--- src/hw/rtl/rcw_pkg.sv ---
package rcw_pkg;

    // Configuration register indexes.
    localparam int CFG_INDEX_W = 8;
    localparam logic [CFG_INDEX_W-1:0] CFG_PLAYER_X = 8'd0;
    localparam logic [CFG_INDEX_W-1:0] CFG_PLAYER_Y = 8'd1;

    // Smallest perpendicular distance, 0.1 in Q16.16 rounded to nearest.
    localparam logic [31:0] PERP_MIN   = 32'd6554;
    localparam logic [19:0] HEIGHT_MAX = 20'hFFFFF;
    localparam logic [27:0] Q28_MAX    = 28'hFFFFFFF;

    // Texture step divider: texture height in Q13.16 over the wall height.
    localparam int STEP_NUM_W = 29;
    localparam int STEP_DEN_W = 20;

    typedef struct packed {
        logic [11:0]        column;
        logic               hit_side;
        logic [31:0]        acc_dist_x;
        logic [31:0]        acc_dist_y;
        logic [31:0]        cell_step_x;
        logic [31:0]        cell_step_y;
        logic signed [20:0] ray_dx;
        logic signed [20:0] ray_dy;
        logic [12:0]        tex_width;
        logic [12:0]        tex_height;
    } in_item_t;

    // Column data once the texture column is known.
    typedef struct packed {
        logic [11:0] column;
        logic [11:0] texel_column;
        logic [12:0] tex_height;
        logic [31:0] perp;
    } front_t;

    // Column data once the rows are known.
    typedef struct packed {
        logic [11:0] column;
        logic [19:0] wall_height;
        logic [9:0]  draw_start;
        logic [9:0]  draw_end;
        logic [11:0] texel_column;
        logic [19:0] t2;
    } row_t;

    typedef struct packed {
        logic [27:0] texel_start;
        logic [27:0] texel_step;
        logic [11:0] texel_column;
        logic [9:0]  draw_end;
        logic [9:0]  draw_start;
        logic [19:0] wall_height;
        logic [11:0] out_column;
    } out_item_t;

endpackage

--- src/hw/rtl/rcw_rows.sv ---
module rcw_rows #(
    parameter int SCREEN_HEIGHT = 1024,
    parameter int QUO_W = 29
) (
    input  logic             aclk,
    input  logic             aresetn,
    input  logic             in_valid,
    output logic             in_ready,
    input  logic [QUO_W-1:0] in_quo,
    input  rcw_pkg::front_t  in_item,
    output logic             out_valid,
    input  logic             out_ready,
    output rcw_pkg::row_t    out_item,
    output logic [12:0]      out_tex_height
);

    localparam int HALF     = SCREEN_HEIGHT / 2;
    localparam int TWO_HALF = 2 * HALF;

    logic          v_reg;
    rcw_pkg::row_t row_reg, row_next;
    logic [12:0]   th_reg;
    logic [19:0]   h;
    logic [20:0]   h21;
    logic [20:0]   start_w;
    logic [20:0]   end_w;
    logic [20:0]   t2_w;

    always_comb begin
        h   = (|in_quo[QUO_W-1:20]) ? rcw_pkg::HEIGHT_MAX : in_quo[19:0];
        h21 = {1'b0, h};
        start_w = '0;
        if (h21 < 21'(TWO_HALF)) begin
            start_w = (21'(TWO_HALF) - h21) >> 1;
        end
        end_w = 21'(HALF) + (h21 >> 1);
        if (end_w >= 21'(SCREEN_HEIGHT)) begin
            end_w = 21'(SCREEN_HEIGHT - 1);
        end
        // The texture start is only non-zero once the wall overflows the screen.
        t2_w = (h21 > 21'(TWO_HALF)) ? (h21 - 21'(TWO_HALF)) : '0;
        row_next.column       = in_item.column;
        row_next.wall_height  = h;
        row_next.draw_start   = start_w[9:0];
        row_next.draw_end     = end_w[9:0];
        row_next.texel_column = in_item.texel_column;
        row_next.t2           = t2_w[19:0];
    end

    assign in_ready       = !v_reg || out_ready;
    assign out_valid      = v_reg;
    assign out_item       = row_reg;
    assign out_tex_height = th_reg;

    always_ff @(posedge aclk) begin
        if (!aresetn) begin
            v_reg <= 1'b0;
        end else if (in_ready) begin
            v_reg <= in_valid;
        end
    end

    always_ff @(posedge aclk) begin
        if (in_ready) begin
            row_reg <= row_next;
            th_reg  <= in_item.tex_height;
        end
    end

endmodule

--- config.mk ---
export PLATFORM = sky130hd
export DESIGN_NAME = rcw_rows
export DESIGN_NICKNAME = d
export VERILOG_FILES = /design/src/hw/rtl/rcw_pkg.sv /design/src/hw/rtl/rcw_rows.sv
export SDC_FILE = /design/constraint.sdc
export NUM_CORES = 1
export LEC_CHECK = 0
export BUFFER_PORTS_ARGS = -buffer_cell sky130_fd_sc_hd__buf_2
export CORE_MARGIN = 4
export CORE_UTILIZATION = 45
export DETAILED_ROUTE_END_ITERATION = 8
export PLACE_DENSITY = 0.9
export SETUP_SLACK_MARGIN = 0.5
export SYNTH_ARGS = -nofsm -noshare
export SYNTH_HDL_FRONTEND = slang
export SYNTH_SLANG_ARGS = --single-unit
export TNS_END_PERCENT = 5
--- constraint.sdc ---
create_clock -name aclk -period 4.4 [get_ports aclk]
set_input_delay 0.88 -clock aclk [delete_from_list [all_inputs] [get_ports aclk]]
set_output_delay 0.88 -clock aclk [all_outputs]
set_load 0.02 [all_outputs]
# Word-level counts from Yosys, hierarchy flattened

Index checks and enable logic that the tools add are counted.

Word-level logic and storage cells: 18
Input bits: 102
Output and inout bits: 99
Bits in registers: 98

Magnitude comparators: 3
Reduce and logical (&&, ||, !) cells: 3
Mux-type cells: 1
Add/sub/neg operators: 3

Operator list:

| kind                     | count |
|---|---|
| $add A10 B19 Y20 const A | 1 |
| $ge A20 B11 Y1 const B   | 1 |
| $gt A20 B11 Y1 const B   | 1 |
| $lt A20 B11 Y1 const B   | 1 |
| $mux W20                 | 1 |
| $sub A20 B11 Y20 const B | 1 |
| $sub A11 B11 Y11 const A | 1 |
| $reduce_or A9 Y1         | 1 |
| $logic_not A1 Y1         | 1 |
| $logic_or A1 B1 Y1       | 1 |

# Longest topological paths before layout

Gate-level depths: netlist of run 1.

Depth after elaboration: 4
Mapped depth: 11
Gate-level depth less buffers: 10

# Least setup slack after synthesis of run 1

Ideal clock, no wire load.

Path kind: input port to output port
From: in out_ready
To: out in_ready
Cell stages on the path: 1
Data arrival time: 3.387 ns
Setup slack: 0.133 ns
Required time: 3.520 ns
Buffers on the path: 0
Path through: nand2b_1

Cells in the longest elaborated chain, start to end: 1

Ends and longest elaborated chain:

| what               | line           | source |
|---|---|---|
| start, declared    | rcw_rows.sv:12 | `input logic out_ready,` |
| $logic_or A1 B1 Y1 | rcw_rows.sv:50 | `assign in_ready = !v_reg \|\| out_ready;` |
| end, declared      | rcw_rows.sv:8  | `output logic in_ready,` |

Every way passes these cells.

# Worst setup path after layout of run 1

From: in in_quo[24]
To: reg row_reg (netlist bit out_item[40]), data pin

Cells in the longest elaborated chain, start to end: 4

Ends and longest elaborated chain:

| what                 | line           | source |
|---|---|---|
| start, declared      | rcw_rows.sv:9  | `input logic [QUO_W-1:0] in_quo,` |
| $reduce_or A9 Y1 *   | rcw_rows.sv:30 | `h = (\|in_quo[QUO_W-1:20]) ? rcw_pkg::HEIGHT_MAX : in_quo[19:0];` |
| $mux W20 *           | rcw_rows.sv:30 |  |
| $add A10 B19 Y20 *   | rcw_rows.sv:36 | `end_w = 21'(HALF) + (h21 >> 1);` |
| $ge A20 B11 Y1       | rcw_rows.sv:37 | `if (end_w >= 21'(SCREEN_HEIGHT)) begin` |
| end signal, assigned | rcw_rows.sv:65 | `row_reg <= row_next;` |
| end, declared        | rcw_rows.sv:21 | `rcw_pkg::row_t row_reg, row_next;` |

Mark *: on every way between the ends. The rest lies on a longest branch, timed or not.
A chain may end at the register's enable or synchronous reset.

==> results of run 1 <==
-- synth_stat cells, drive strengths merged --
| library cell | instances | area share (%) |
|---|---|---|
| a21boi | 1 | 0.20 |
| a21oi | 10 | 1.4 |
| and2 | 8 | 1.3 |
| and3 | 3 | 0.49 |
| buf | 4 | 0.75 |
| clkbuf | 2 | 0.20 |
| dfxtp | 1 | 0.52 |
| edfxtp | 97 | 76 |
| ha | 3 | 0.98 |
| inv | 7 | 0.69 |
| nand2 | 8 | 0.78 |
| nand2b | 24 | 3.9 |
| nand3 | 4 | 0.52 |
| nand3b | 1 | 0.29 |
| nand4bb | 1 | 0.72 |
| nor2 | 23 | 2.3 |
| nor3 | 7 | 1.3 |
| nor3b | 3 | 0.59 |
| nor4 | 6 | 1.9 |
| o21ai | 3 | 0.39 |
| o31a | 1 | 0.23 |
| o31ai | 1 | 0.20 |
| or3 | 5 | 0.95 |
| or4 | 2 | 0.59 |
| xnor2 | 4 | 0.91 |
| xor2 | 8 | 1.8 |
-- state kept, by name, summed over array words and instances, names as in the netlist --
name,count
out_valid,1
out_item,84
out_tex_height,13
-- area by class of cell --
class	count	area [sq um]
clock buffers	10	128
multi-input cells	126	842
inverters	7	26.3
well taps	105	131
flip-flops and latches	98	2930
repair buffers	171	863
fillers	667	3260
clock inverters	6	75.1
-- power by group --
group | leakage, nW | internal [mW] | switching, mW | total (mW)
clock network | 0.0926 | 0.271 | 0.320 | 0.591
logic | 0.891 | 0.0519 | 0.0918 | 0.144
registers | 0.893 | 1.05 | 0.00751 | 1.06
total | 1.88 | 1.38 | 0.419 | 1.80
-- stage by stage --
| step | utilization (%) | worst slack (ps) | power [mW] | std cells |
|---|---|---|---|---|
| 2_1_floorplan | - | 1170 | 1.15 | 237 |
| 3_3_place_gp | 58.1 | 1060 | 1.22 | 507 |
| 3_5_place_dp | 58.1 | 925 | 1.23 | 507 |
| 4_1_cts | 60.5 | 1310 | 1.81 | 523 |
| 5_1_grt | 60.5 | 1130 | 1.87 | 523 |
| 6_report | 60.5 | 1350 | 1.80 | 523 |
-- layout by cell type (no fill, tap or decap), drive strengths merged --
cell type  netlist  routed
buf              4     171
nand2            8       8
nand3            4       4
xor2             8       8
and2             8       8
nor3b            3       3
clkbuf           2      10
dfxtp            1       1
a21boi           1       1
clkinvlp         0       3
a21oi           10      10
or4              2       2
or3              5       5
nand4bb          1       1
nand3b           1       1
xnor2            4       4
edfxtp          97      97
nor3             7       7
bufinv           0       1
inv              7       9
ha               3       3
nand2b          24      24
and3             3       3
nor2            23      23
o21ai            3       3
nor4             6       6
o31ai            1       1
o31a             1       1
-- kinds of logic (layout without fill, tap and decap cells) --
logic type      after synthesis  count (layout)  synth area share (%)
compound gates               16              16                  2.42
xor+xnor                     12              12                  2.74
fa+ha+maj                     3               3                 0.980
buf+inv                      13             194                  1.63
flops                        98              98                  76.6
simple gates                 95              95                  15.6
-- critical path, stage by stage --
cell and delay, ps:
sky130_fd_sc_hd__buf_2 110, sky130_fd_sc_hd__nor4_2 300, sky130_fd_sc_hd__nand3_1 110, sky130_fd_sc_hd__buf_4 210, sky130_fd_sc_hd__nor2_1 150, sky130_fd_sc_hd__ha_1 270, sky130_fd_sc_hd__nor4_1 180, sky130_fd_sc_hd__o21ai_0 210
sky130_fd_sc_hd__nor4_4 600, sky130_fd_sc_hd__nand2b_1 130
-- how the worst min path moves through the flow --
stage	to	slack, ps	depth (start not counted)	startpoint
floorplan	out_item[20]$_DFFE_PP_	980	0	in_item[45]
detailed placement	out_item[36]$_SDFFCE_PP1P_	860	1	out_valid$_SDFFE_PN0P_
CTS	out_item[77]$_DFFE_PP_	670	1	in_item[62]
global placement	out_item[36]$_SDFFCE_PP1P_	830	1	out_valid$_SDFFE_PN0P_
finish	out_item[77]$_DFFE_PP_	690	1	in_item[62]
global route	out_item[73]$_DFFE_PP_	650	1	in_item[58]
-- metal layers --
metal	up-vias	global-route usage (%)
met5	-	0
met4	0	5.28
met3	14	6.46
met2	133	29.3
met1	1207	21.1
li1	1215	-
==> flow_summary.json, run 1 <==
{
  "row_count": 33,
  "setup_viol_count_final": 0,
  "wl_met1_mm": 3.38,
  "htreeDepth": 3,
  "area.growth.synth_to_final_pct": 30.5,
  "setup.worst_path.start": "in_quo[24]",
  "max_freq_ghz": 0.327,
  "num_antenna_cells": 0,
  "viasPerCell": 4.91,
  "drt_first_iter_violations": 77,
  "post_synth_inst_count": 237,
  "cts.sink_count": 98,
  "run_status": "finished, final reports clean",
  "cts-resized-gates": 0,
  "cts_made_buffers": 9,
  "critical_path_class": "primary input to flop",
  "critical_path.endpoint_type": "flop",
  "antenna_found_initial": 0,
  "final_max_slew_viol_count": 0,
  "worst_setup_hold_path_clk_slew_ps": 100,
  "grt-ovfl-total": 0,
  "start_util_pct": 46.4,
  "placement.io_buffers": 168,
  "fin_tns_setup_ps": 0,
  "fin_hold_ws_ps": 690,
  "first_global_vias": 2579,
  "netlist_area_sq_mm": 0.00383,
  "timing.critical_path.to": "out_item[40]$_SDFFCE_PP1P_",
  "design.die.area_sq_mm": 0.0101,
  "cts_hold_repair.buffers": 0,
  "met3_routed_length_microns": 945,
  "antenna_violating_nets_post_route": 0,
  "die_h_microns": 100,
  "clockRootBuffer": "sky130_fd_sc_hd__clkbuf_8",
  "finalWirelength_mm": 8.86,
  "chipWidth_microns": 100,
  "setup.worst_path.start_class": "primary input",
  "synth_seq_area_share_pct": 76.6,
  "largest_net_degree_at_the_start_of_global_routing": 73,
  "cp_data_arrival_time_ps": 3150,
  "synth_warnings": 0,
  "dr.pass1.iters": 4,
  "period_share_pct": 69.4,
  "grt_first_pass_wirelength_mm": 13.2,
  "max-cap-violations": 0,
  "mappedNetlistNets": 342,
  "clock-skew-final_ps": 8.74,
  "max_slew_margin_pct": 41.4,
  "clock_tree_from_tritoncts": "built",
  "gr-usage-all-layers_pct": 17.5,
  "power.leakage_nw": 1.88,
  "timing.rr.start": "out_valid$_SDFFE_PN0P_",
  "pwr_density_cell_mw_per_mm2": 359,
  "critical_path.reg2reg.endpoint": "out_item[21]$_DFFE_PP_",
  "reg2reg_depth": 2,
  "timing.critical_path.required_ps": 4490,
  "cts_buffer_depth": 2,
  "fin_area_sq_mm": 0.00500,
  "floorplan.core_area_sq_mm": 0.00826,
  "met2WireLength_mm": 4.44,
  "synth_area_per_cell_sq_um": 16.2,
  "post_drt_wl_per_cell_microns": 16.9,
  "post_cts_buffers": 0,
  "clk-insertion-delay-late_ps": 360,
  "final_net_count": 518,
  "yosysUniqueCellTypes": 34,
  "timing.final.hold_violations": 0,
  "vdd_drop_max_mv": 0.219,
  "number_of_storage_elements_in_the_synthesis_netlist": 98,
  "worst_margin_slew_ps": 879,
  "highest-signal-layer": "met4",
  "top_level_ports": 201,
  "via_count": 2569,
  "unrepaired_setup_endpoints_after_global_routing": "false",
  "critical_path.max_fanout": 12,
  "fraction_of_layout_cells_with_a_size_suffix_above_1_pct": 47.6,
  "r2r_slack_ps": 2550,
  "gp_congestion": 0.821,
  "dpl-instance-area_sq_mm": 0.00480,
  "drcViolationCount": 0,
  "detailedPlacementHpwl_mm": 6.66,
  "min-delay-path-class": "primary input to flop",
  "final.min_clock_period_ps": 3050
}
No activity file was read; power rests on OpenSTA's default activity.
==> inputs of run 2 (changes only) <==
Settings changed: CORE_UTILIZATION 45 to 41, PLACE_DENSITY 0.9 to 0.87.
Clock period 4.4 ns to 2.65 ns, I/O delays scaled along.
==> flow_summary.json, run 2 (synthesis results as in run 1) <==
{
  "run_status": "finished, final reports clean",
  "layout_commonest_cell": "sky130_fd_sc_hd__buf_2",
  "area_used_by_multi_input_combinational_logic_sq_um": 923,
  "finalWirelength_mm": 8.99,
  "final.min_clock_period_ps": 2290,
  "timing.final.ws_setup_ps": 362,
  "min-delay-path-class": "primary input to flop",
  "placement.io_buffers": 168,
  "largest_net_degree_at_the_start_of_global_routing": 64,
  "clockRootBuffer": "sky130_fd_sc_hd__clkbuf_8",
  "clock_tree_from_tritoncts": "built",
  "area.growth.synth_to_final_pct": 36.1,
  "n_fill_cell": 724,
  "critical_path.max_fanout": 4,
  "first_global_vias": 2694,
  "cts_buffer_depth": 2,
  "unrepaired_setup_endpoints_after_global_routing": "true",
  "htreeDepth": 3,
  "design.die.area_sq_mm": 0.0110,
  "viasPerCell": 4.83,
  "fin_area_sq_mm": 0.00521,
  "detailedPlacementHpwl_mm": 6.73,
  "critical_path.endpoint_type": "flop",
  "via_count": 2612,
  "post_drt_wl_per_cell_microns": 16.6,
  "pwr_density_cell_mw_per_mm2": 590,
  "cell_internal_pwr_mw": 2.38,
  "fraction_of_layout_cells_with_a_size_suffix_above_1_pct": 51.4,
  "critical_path_class": "primary input to flop",
  "cts.sink_count": 98,
  "start_util_pct": 41.8,
  "grt_first_pass_wirelength_mm": 13.9,
  "sw_frac_of_total_pct": 22.5,
  "timing.final.hold_violations": 0,
  "floorplan.core_area_sq_mm": 0.00915,
  "cts_hold_repair.buffers": 0,
  "worst_setup_hold_path_clk_slew_ps": 100,
  "path_common_cell": "sky130_fd_sc_hd__nor4_4",
  "totalPowerFinal_mw": 3.08,
  "max-cap-violations": 0,
  "max_slew_margin_pct": 74.6,
  "largest_register_ff_count": 84,
  "cpPeakStageDelay_ps": 330,
  "sequential_cell_area_sq_mm": 0.00293,
  "power.leakage_nw": 1.98,
  "setup_viol_count_final": 0,
  "worst_slack_placed_ps": -117,
  "max_freq_ghz": 0.437,
  "dpl-instance-area_sq_mm": 0.00496,
  "top_level_ports": 201,
  "post-route-util_pct": 57.0,
  "final_net_count": 530,
  "share_seq_of_total_power_pct": 57.2,
  "dr.pass1.iters": 4,
  "reg2reg_depth": 2,
  "grt-ovfl-total": 0,
  "cp_data_arrival_time_ps": 2390,
  "antenna_violating_nets_post_route": 0,
  "cpMaxStageDelayCell": "sky130_fd_sc_hd__nor4_4",
  "gp_congestion": 0.839,
  "timing.critical_path.required_ps": 2750,
  "clock-skew-final_ps": 11.9,
  "gr-usage-all-layers_pct": 16.1,
  "cp_cell_sequence": "buf_2, nor4_4, and3_4, nand2b_4, inv_2, ha_4, nor4_4, o21ai_2, nor4_4, buf_4, nand2b_1",
  "vdd_drop_max_mv": 0.230,
  "num_antenna_cells": 0,
  "cts_made_buffers": 9,
  "chipWidth_microns": 105,
  "drt_first_iter_violations": 100,
  "die_h_microns": 105,
  "commonest_cells_after_routing_fill_and_taps_aside": "sky130_fd_sc_hd__buf_2 (168), sky130_fd_sc_hd__edfxtp_1 (97), sky130_fd_sc_hd__nand2b_1 (22)",
  "period_share_pct": 86.3,
  "drcViolationCount": 0,
  "power.net_switching_mw": 0.693,
  "row_count": 35,
  "antenna_found_initial": 0,
  "fin_tns_setup_ps": 0,
  "part_of_the_total_power_dissipated_in_combinational_logic_pct": 8.1,
  "setup.worst_path.start_class": "primary input",
  "final_max_slew_viol_count": 0,
  "power.clock.fraction_pct": 34.6,
  "worst_margin_slew_ps": 378,
  "clk-insertion-delay-late_ps": 350,
  "holdPathStages": 1
}
[run 2: critical path, delay by kind of cell]
family                   cells  cell delay (ps)
AO/OA/AOI/OAI                1              110
AND/OR/NAND/NOR              6             1150
adder cells (fa/ha/maj)      1              200
buffers and inverters        3              380
[run 2: per-layer routing]
layer,wire [microns],share of wire (%),global-route usage [%]
met5,0,0,0
met4,68,0.76,4.78
met3,743,8.3,5.13
met2,4720,53,29.1
met1,3460,38,18.2
[run 2: path summary, 6_finish.rpt]
| path | start | end | slack (ps) |
|---|---|---|---|
| worst min-delay path | in_item[42] | out_tex_height[10]$_DFFE_PP_ | 350 |
| worst max register to register | out_valid$_SDFFE_PN0P_ | out_item[48]$_SDFFCE_PN0P_ | 1330 |
| worst min register to register | out_valid$_SDFFE_PN0P_ | out_item[56]$_DFFE_PP_ | 770 |
| worst max-delay path | in_quo[24] | out_item[38]$_SDFFCE_PP1P_ | 360 |
[run 2: what timing repair did]
action	CTS	global route
setup buffers	0	0
pin swaps	0	4
gates resized for setup	2	5
setup endpoints to repair	21	38
[run 2: metrics by stage]
stage,hold WS (ps),cells
after floorplan,629,237
after global placement,707,525
after detailed placement,709,525
after CTS,325,541
after global routing,312,541
final,349,541
[run 2: power groups by stage]
stage          clock [mW]  combinational (mW)  sequential, mW
2_1_floorplan           0              0.0515            1.86
3_3_place_gp            0               0.242            1.80
3_5_place_dp            0               0.249            1.80
4_1_cts              1.09               0.250            1.76
5_1_grt              1.15               0.267            1.76
6_report             1.07               0.250            1.76
[run 2: area by class of cell]
cell class                 instances  area share [%]
clock buffer                      10            2.45
clock inverter                     6            1.80
inverter                           7           0.504
multi-input combinational        126            17.7
sequential                        98            56.3
tap                              111            2.66
timing repair buffer             183            18.6
==> inputs of run 3 (changes only) <==
--- a/config.mk
+++ b/config.mk
@@ -9,4 +9,5 @@
 export CORE_MARGIN = 4
 export CORE_UTILIZATION = 41
+export CTS_CLUSTER_DIAMETER = 30
 export DETAILED_ROUTE_END_ITERATION = 8
 export PLACE_DENSITY = 0.87
==> constraint.sdc (replaced) <==
create_clock -name aclk -period 2.65 [get_ports aclk]
set_input_delay 0.53 -clock aclk [delete_from_list [all_inputs] [get_ports aclk]]
set_output_delay 0.53 -clock aclk [all_outputs]
set_load 0.05 [all_outputs]
==> flow_summary.json, run 3 (synthesis results as in run 1) <==
{
  "post_drt_wl_per_cell_microns": 17.3,
  "critical_path.endpoint_type": "flop",
  "pwr_density_cell_mw_per_mm2": 614,
  "holdPathStages": 1,
  "reg2reg_depth": 2,
  "htreeDepth": 3,
  "cts_buffer_depth": 2,
  "sequential_cell_area_sq_mm": 0.00293,
  "row_count": 35,
  "drt_first_iter_violations": 92,
  "clock-skew-final_ps": 13.8,
  "final_net_count": 532,
  "fin_area_sq_mm": 0.00521,
  "run_status": "finished, final reports clean",
  "via_count": 2658,
  "timing.final.hold_violations": 0,
  "viasPerCell": 4.90,
  "sw_frac_of_total_pct": 25.5,
  "worst_setup_hold_path_clk_slew_ps": 100,
  "critical_path_class": "primary input to flop",
  "fin_hold_ws_ps": 335,
  "power.clock.fraction_pct": 33.8,
  "unrepaired_setup_endpoints_after_global_routing": "true",
  "largest_register_ff_count": 84,
  "dpl-instance-area_sq_mm": 0.00496,
  "finalWirelength_mm": 9.38,
  "antenna_found_initial": 0,
  "dr.pass1.iters": 4,
  "timing.critical_path.required_ps": 2770,
  "largest_net_degree_at_the_start_of_global_routing": 64,
  "max_freq_ghz": 0.456,
  "post-route-util_pct": 57.0,
  "period_share_pct": 82.8,
  "gp_congestion": 0.833,
  "first_global_vias": 2802,
  "worst_margin_slew_ps": 356,
  "fin_tns_setup_ps": 0,
  "n_fill_cell": 724,
  "part_of_the_total_power_dissipated_in_combinational_logic_pct": 11.2,
  "floorplan.core_area_sq_mm": 0.00915,
  "design.die.area_sq_mm": 0.0110,
  "num_antenna_cells": 0,
  "cp_data_arrival_time_ps": 2320,
  "area_used_by_multi_input_combinational_logic_sq_um": 913,
  "grt-ovfl-total": 0,
  "setup_viol_count_final": 0,
  "chipWidth_microns": 105,
  "power.leakage_nw": 1.99,
  "die_h_microns": 105,
  "drcViolationCount": 0,
  "clk-insertion-delay-late_ps": 360,
  "max-cap-violations": 0,
  "clock_tree_from_tritoncts": "built",
  "share_seq_of_total_power_pct": 55.0,
  "detailedPlacementHpwl_mm": 6.95,
  "antenna_violating_nets_post_route": 0,
  "cts_made_buffers": 9,
  "gr-usage-all-layers_pct": 17.4,
  "grt_first_pass_wirelength_mm": 14.6,
  "setup.worst_path.start_class": "primary input",
  "placement.io_buffers": 168,
  "final_max_slew_viol_count": 0,
  "max_slew_margin_pct": 76.0,
  "clockRootBuffer": "sky130_fd_sc_hd__clkbuf_8",
  "layout_commonest_cell": "sky130_fd_sc_hd__buf_2",
  "power.net_switching_mw": 0.816,
  "fraction_of_layout_cells_with_a_size_suffix_above_1_pct": 50.9,
  "top_level_ports": 201,
  "min-delay-path-class": "primary input to flop",
  "cell_internal_pwr_mw": 2.39,
  "commonest_cells_after_routing_fill_and_taps_aside": "sky130_fd_sc_hd__buf_2 (168), sky130_fd_sc_hd__edfxtp_1 (97), sky130_fd_sc_hd__nor2_1 (22), sky130_fd_sc_hd__nand2b_1 (22), sky130_fd_sc_hd__buf_4 (14)",
  "cts.sink_count": 98,
  "final.min_clock_period_ps": 2200,
  "area.growth.synth_to_final_pct": 36.1,
  "cts_hold_repair.buffers": 0,
  "critical_path.max_fanout": 7,
  "start_util_pct": 41.8,
  "vdd_drop_max_mv": 0.251
}
[run 3: stage by stage]
stage	total power, mW	setup slack [ps]	instances
final	3.20	455	543
after global routing	3.32	323	543
after CTS	3.24	443	543
after detailed placement	2.16	-37.6	525
after global placement	2.15	6.76	525
after floorplan	2.03	31.5	237
[run 3: worst paths after layout]
path	start	to	slack (ps)
max	in_quo[26]	out_item[4]$_SDFFCE_PP0P_	450
min	in_item[57]	out_item[72]$_DFFE_PP_	340
max reg2reg	out_valid$_SDFFE_PN0P_	out_item[75]$_DFFE_PP_	1330
min reg2reg	out_valid$_SDFFE_PN0P_	out_valid$_SDFFE_PN0P_	770
[run 3: layout make-up]
cell class / instances / area share, %
Clock inverter: 6 / 1.87
Sequential cell: 98 / 56.3
Tap cell: 111 / 2.66
Multi-Input combinational cell: 127 / 17.5
Timing Repair Buffer: 184 / 18.7
Clock buffer: 10 / 2.45
Inverter: 7 / 0.504
[run 3: power groups by stage]
stage | clock network, mW | registers (mW) | logic (mW)
final | 1.08 | 1.76 | 0.358
after global placement | 0 | 1.79 | 0.352
after detailed placement | 0 | 1.80 | 0.359
after global routing | 1.18 | 1.77 | 0.377
after CTS | 1.12 | 1.76 | 0.361
after floorplan | 0 | 1.97 | 0.0531
[run 3: critical path, cell delays in order]
cell	delay, ps
sky130_fd_sc_hd__buf_2	110
sky130_fd_sc_hd__nor4_4	290
sky130_fd_sc_hd__and3_4	260
sky130_fd_sc_hd__nand2b_4	60
sky130_fd_sc_hd__inv_2	60
sky130_fd_sc_hd__ha_4	140
sky130_fd_sc_hd__nand3b_4	90
sky130_fd_sc_hd__or4_4	580
sky130_fd_sc_hd__and2_1	200
[run 3: routing by layer]
metal	track usage [%]	routed length, microns	vias to the layer above
li1	-	-	1255
met1	19.2	3510	1262
met2	30.6	4860	127
met3	6.05	813	14
met4	6.75	195	0
met5	0	0	-
[run 3: what timing repair did]
item / 4_1_cts / 5_1_grt
endpoints found under the hold margin: 0 / 0
buffers inserted: 1 / 0
gates resized for setup: 4 / 0
setup endpoints to repair: 17 / 34
pin swaps: 1 / 0
cloned: 1 / 0
